### config.mk
export PLATFORM = sky130hd
export DESIGN_NAME = sbe_alu
export DESIGN_NICKNAME = d
export VERILOG_FILES = /design/src/rtl/core/sbe_pkg.sv /design/src/rtl/core/sbe_alu.sv
export SDC_FILE = /design/constraint.sdc
export NUM_CORES = 2
export LEC_CHECK = 0
export BUFFER_PORTS_ARGS = -buffer_cell sky130_fd_sc_hd__buf_2
export CAP_MARGIN = 10
export CORE_MARGIN = 2
export CORE_UTILIZATION = 55
export DETAILED_ROUTE_END_ITERATION = 10
export GPL_ROUTABILITY_DRIVEN = 0
export HOLD_SLACK_MARGIN = 0.03
export PLACE_DENSITY = 0.72
export SLEW_MARGIN = 20
export SYNTH_ARGS = -nofsm -noshare
export SYNTH_HDL_FRONTEND = slang
export SYNTH_SLANG_ARGS = --single-unit
### constraint.sdc
create_clock -name clock -period 21.3 [get_ports clock]
set_input_delay 1.065 -clock clock [delete_from_list [all_inputs] [get_ports clock]]
set_output_delay 1.065 -clock clock [all_outputs]
set_load 0.05 [all_outputs]
### src/rtl/core/sbe_pkg.sv
// sbe_pkg: shared constants, opcode and status codes for the stack bytecode unit
// no dependencies
`timescale 1ns / 1ps
`default_nettype none
package sbe_pkg;
   localparam int STACK_DEPTH = 256;
   localparam int VAR_SLOTS   = 64;
   localparam int KEY_BITS    = 16;
   localparam int SP_W   = $clog2(STACK_DEPTH);
   localparam int SC_W   = $clog2(STACK_DEPTH + 1);
   localparam int VS_W   = (VAR_SLOTS > 1) ? $clog2(VAR_SLOTS) : 1;
   localparam int VC_W   = $clog2(VAR_SLOTS + 1);

   localparam logic [4:0] OP_PUSH = 5'd0, OP_LOAD = 5'd1, OP_SETVAR = 5'd2,
      OP_ADD = 5'd3, OP_SUB = 5'd4, OP_MUL = 5'd5, OP_DIV = 5'd6, OP_EQ = 5'd7,
      OP_NE = 5'd8, OP_LT = 5'd9, OP_GT = 5'd10, OP_LE = 5'd11, OP_GE = 5'd12,
      OP_EMIT = 5'd13, OP_JMP = 5'd14, OP_JZ = 5'd15, OP_HALT = 5'd16;

   localparam logic [3:0] ST_RUN = 4'd0, ST_HALT = 4'd1, ST_END = 4'd2,
      ST_OVF = 4'd3, ST_UNF = 4'd4, ST_UNDEF = 4'd5, ST_DIVZ = 4'd6,
      ST_FULL = 4'd7, ST_BADOP = 4'd8;

   typedef struct packed {
      logic       start;
      logic [4:0] op;
      logic [31:0] a;
      logic [31:0] b;
   } alu_req_type;
endpackage
`default_nettype wire

### src/rtl/core/sbe_alu.sv
// sbe_alu: shared arithmetic/compare unit; registered result for add/sub/mul/compare, bit-serial divide
// depends on sbe_pkg
`timescale 1ns / 1ps
`default_nettype none
module sbe_alu import sbe_pkg::*; (
   input  wire logic        clock,
   input  wire logic        reset,
   input  wire alu_req_type req,
   output logic             done,
   output logic [31:0]      result
);
   logic        busy_ff, busy_in;
   logic [5:0]  cnt_ff, cnt_in;
   logic [31:0] quo_ff, quo_in, rem_ff, rem_in, div_ff, div_in;
   logic        neg_ff, neg_in;
   logic        done_ff, done_in;
   logic [31:0] res_ff, res_in;
   logic        lt_ab, lt_ba;
   logic [32:0] trial;
   logic [31:0] ma, mb, shr;

   assign lt_ab = $signed(req.a) < $signed(req.b);
   assign lt_ba = $signed(req.b) < $signed(req.a);
   assign ma = req.a[31] ? 32'(0 - req.a) : req.a;
   assign mb = req.b[31] ? 32'(0 - req.b) : req.b;
   assign shr = {rem_ff[30:0], quo_ff[31]};
   assign trial = {1'b0, shr} - {1'b0, div_ff};

   always_comb begin
      busy_in = busy_ff; cnt_in = cnt_ff; quo_in = quo_ff; rem_in = rem_ff;
      div_in = div_ff; neg_in = neg_ff; done_in = 1'b0; res_in = res_ff;
      if (busy_ff) begin
         // one quotient bit per cycle, restoring
         quo_in = {quo_ff[30:0], ~trial[32]};
         rem_in = trial[32] ? shr : trial[31:0];
         cnt_in = cnt_ff - 6'd1;
         if (cnt_ff == 6'd1) begin
            busy_in = 1'b0;
            done_in = 1'b1;
            res_in  = neg_ff ? 32'(0 - {quo_ff[30:0], ~trial[32]})
                             : {quo_ff[30:0], ~trial[32]};
         end
      end else if (req.start) begin
         done_in = 1'b1;
         case (req.op)
            OP_ADD: res_in = req.a + req.b;
            OP_SUB: res_in = req.a - req.b;
            OP_MUL: res_in = 32'(req.a * req.b);
            OP_EQ:  res_in = {31'd0, req.a == req.b};
            OP_NE:  res_in = {31'd0, req.a != req.b};
            OP_LT:  res_in = {31'd0, lt_ab};
            OP_GT:  res_in = {31'd0, lt_ba};
            OP_LE:  res_in = {31'd0, ~lt_ba};
            OP_GE:  res_in = {31'd0, ~lt_ab};
            OP_DIV: begin
               done_in = 1'b0; busy_in = 1'b1; cnt_in = 6'd32;
               quo_in = ma; rem_in = '0; div_in = mb;
               neg_in = req.a[31] ^ req.b[31];
            end
            default: res_in = '0;
         endcase
      end
   end

   always_ff @(posedge clock) begin
      if (reset) begin
         busy_ff <= 1'b0; done_ff <= 1'b0;
      end else begin
         busy_ff <= busy_in; done_ff <= done_in;
      end
      cnt_ff <= cnt_in; quo_ff <= quo_in; rem_ff <= rem_in; div_ff <= div_in;
      neg_ff <= neg_in; res_ff <= res_in;
   end

   assign done = done_ff;
   assign result = res_ff;
endmodule
`default_nettype wire

==> impl_metrics.env <==
export IMPL_cts_made_buffers=17
export IMPL_slew_viol_final=0
export IMPL_synth_nets=4045
export IMPL_multi_input_area_um2=21500
export IMPL_fmaxAchievable_mhz=112
export IMPL_avgViaCountPerCell=6.42
export IMPL_worstSetupPathType="in2reg"
export IMPL_synth_flop_cell="edfxtp_1"
export IMPL_rsz0062_at_grt="false"
export IMPL_ys_types=80
export IMPL_dieArea_um2=53100
export IMPL_vias=25500
export IMPL_tritoncts="yes"
export IMPL_tightest_slew_ps=1110
export IMPL_synth_area_um2=28200
export IMPL_register_area_um2=4070
export IMPL_grt_first_pass_wirelength_um=151000
export IMPL_path_max_fanout=22
export IMPL_initial_utilization_pct=55.9
export IMPL_postCtsHoldBufs=0
export IMPL_io_buffers=104
export IMPL_clock_latency_ps=440
export IMPL_place_hpwl_um=76700
export IMPL_synth_edf_count=134
export IMPL_final_cell_count_no_fill=3972
export IMPL_cts_root_buf="clkbuf_16"
export IMPL_clock_sinks=136
export IMPL_wire_per_inst_um=24.7
export IMPL_antenna_found_initial=7
export IMPL_row_count=82
export IMPL_fp_dieH_um=230
export IMPL_drc=0
export IMPL_slowest_delay_ps=710
export IMPL_hold_class="reg2reg"
export IMPL_synth_avg_cell_area_um2=8.52
export IMPL_grt_max_degree=84
export IMPL_core_area_um2=50400
export IMPL_status="finished, final reports clean"
export IMPL_ys_seq_area_share_pct=14.4
export IMPL_die_x_um=230
export IMPL_cpMostUsedCell="fa_1"
export IMPL_setup_viol=0
export IMPL_async_flop_share_pct=0
export IMPL_syn_to_final_growth_pct=5.34
export IMPL_fill_cells=4468
export IMPL_clock_path_buffers=2
export IMPL_worstPathArrival_ps=9110
export IMPL_fin_skew_ps=14.9
export IMPL_placedCellCount=3933
export IMPL_post_cts_buffers=0
export IMPL_yosys_warnings=0
export IMPL_drive_gt1_share_pct=6.10
export IMPL_ioPinCount=105
export IMPL_hold_violations=0
export IMPL_grt_pass1_vias=25800
export IMPL_period_needed_ps=8950
export IMPL_fin_nets=4018
export IMPL_htreeDepth=4
export IMPL_drv_cap=0
export IMPL_critPathSlowestCell="inv_1"
export IMPL_max_slew_margin_pct=26.2
export IMPL_finalCritPeriodShare_pct=42.0
export IMPL_drt_iter0_drc=3497
export IMPL_overflow=0
export IMPL_cts_resized=0
export IMPL_wl_um=98300
export IMPL_dr_pass1_iters=9
export IMPL_clk_pin_slew_ps=70
export IMPL_synthCells=3307
export IMPL_fin_setup_tns_ps=0
export IMPL_cp_required_ps=21460
export IMPL_start_kind="input port"
export IMPL_drtAntennaViolNets=0
export IMPL_end_kind="register"
export IMPL_synth_seq_cells=136
export IMPL_grt_use_total_pct=37.5
-- cells by family (layout without fill, tap and decap cells) --
kind of cell	Yosys count	count (layout)	share of synthesized area [%]
adders and majority gates	666	666	40.5
buffers and inverters	689	675	9.25
muxes	4	4	0.142
other	0	7	0
and+or+nand+nor	1027	1027	15.5
xor gates and xnor gates	212	212	6.59
DFF	136	136	14.4
AOI/OAI and AO/OA	573	573	13.6
-- metal layers --
| metal | up-vias | routed length (µm) | GRT usage (%) |
|---|---|---|---|
| li1 | 10700 | - | - |
| met2 | 2045 | 41200 | 55.2 |
| met3 | 457 | 15000 | 13.5 |
| met5 | - | 25 | 0 |
| met4 | 4 | 6200 | 19.2 |
| met1 | 12300 | 35800 | 48.7 |
-- cell usage after synthesis, types with 13 or more instances --
| master | n | share of area [%] |
|---|---|---|
| nand2_1 | 386 | 5.1 |
| a211oi_1 | 23 | 0.61 |
| a31oi_1 | 13 | 0.29 |
| clkbuf_1 | 138 | 1.8 |
| nand3_1 | 38 | 0.67 |
| fa_1 | 411 | 29 |
| o21a_1 | 24 | 0.64 |
| nor3_1 | 37 | 0.66 |
| a21o_1 | 30 | 0.80 |
| ha_1 | 255 | 11 |
| o41ai_1 | 20 | 0.62 |
| o22ai_1 | 26 | 0.58 |
| xor2_1 | 44 | 1.4 |
| nand4_1 | 15 | 0.33 |
| a221oi_1 | 14 | 0.44 |
| nand2b_1 | 26 | 0.58 |
| clkinv_1 | 14 | 0.19 |
| o31ai_1 | 32 | 0.85 |
| xnor2_1 | 168 | 5.2 |
| or4_1 | 13 | 0.35 |
| edfxtp_1 | 134 | 14 |
| nor2_1 | 426 | 5.7 |
| a21oi_1 | 161 | 2.9 |
| inv_1 | 494 | 6.6 |
| nor2b_1 | 18 | 0.40 |
| o21ai_0 | 106 | 1.9 |
| or3_1 | 14 | 0.31 |
| buf_1 | 23 | 0.31 |
| nor4_1 | 14 | 0.31 |
-- cell type report --
| cell class | instances | share of cell area [%] |
|---|---|---|
| diodes | 7 | 0.0590 |
| clock buffers | 18 | 1.45 |
| clock inverters | 14 | 0.573 |
| inverters | 517 | 6.54 |
| multi-input cells | 2482 | 72.6 |
| flip-flops and latches | 136 | 13.7 |
| well taps | 672 | 2.83 |
| repair buffers | 126 | 2.31 |
-- metrics by stage --
stage	hold WS (ps)	setup slack (ps)	utilization, %	instance area [µm²]
floorplan	539	13050	-	28200
global placement	597	12250	57.7	29100
detailed placement	609	12110	57.7	29100
CTS	632	12550	58.9	29700
global route	661	12040	58.9	29700
finish	630	12350	58.9	29700
-- placed cells by master (no fill, tap or decap), drive strengths merged, types with 10 or more instances in the layout --
master,n
fa,411
o21a,24
or3,16
nand4,15
clkinv,19
nor3,37
xnor2,168
xor2,44
a21oi,161
o22ai,26
or2,10
buf,126
a221oi,14
ha,255
a221o,10
o21bai,12
nand2,386
a21o,30
or4,13
nor4,16
o41ai,22
clkbuf,18
inv,507
a31oi,13
a211oi,23
nand2b,26
edfxtp,134
nor2b,18
nor2,426
nand3,38
o211ai,12
o31ai,32
o21ai,108
-- final timing paths --
check             depth (start not counted)    endpoint  startpoint  slack, ps
hold / removal                            2  rem_ff[22]  rem_ff[21]        630
hold reg to reg                           2  rem_ff[22]  rem_ff[21]        630
setup reg to reg                         19  result[30]   rem_ff[1]      16010
setup / recovery                         26  result[31]      req[6]      12350
-- flip-flops by register name, summed over array words and instances (netlist names) --
name     flops
busy_ff      1
cnt_ff       6
div_ff      32
done         1
neg_ff       1
quo_ff      32
rem_ff      31
result      32
-- critical path, delay by kind of cell --
kind | cells | cell delay [ps]
adder cells (fa/ha/maj) | 9 | 4410
buffers and inverters | 6 | 1140
XOR/XNOR | 1 | 200
AND/OR/NAND/NOR | 3 | 460
AO/OA/AOI/OAI | 7 | 1810
Power is not shown: default switching activity piles up to over one toggle a cycle in this logic, so the estimate is an artifact.
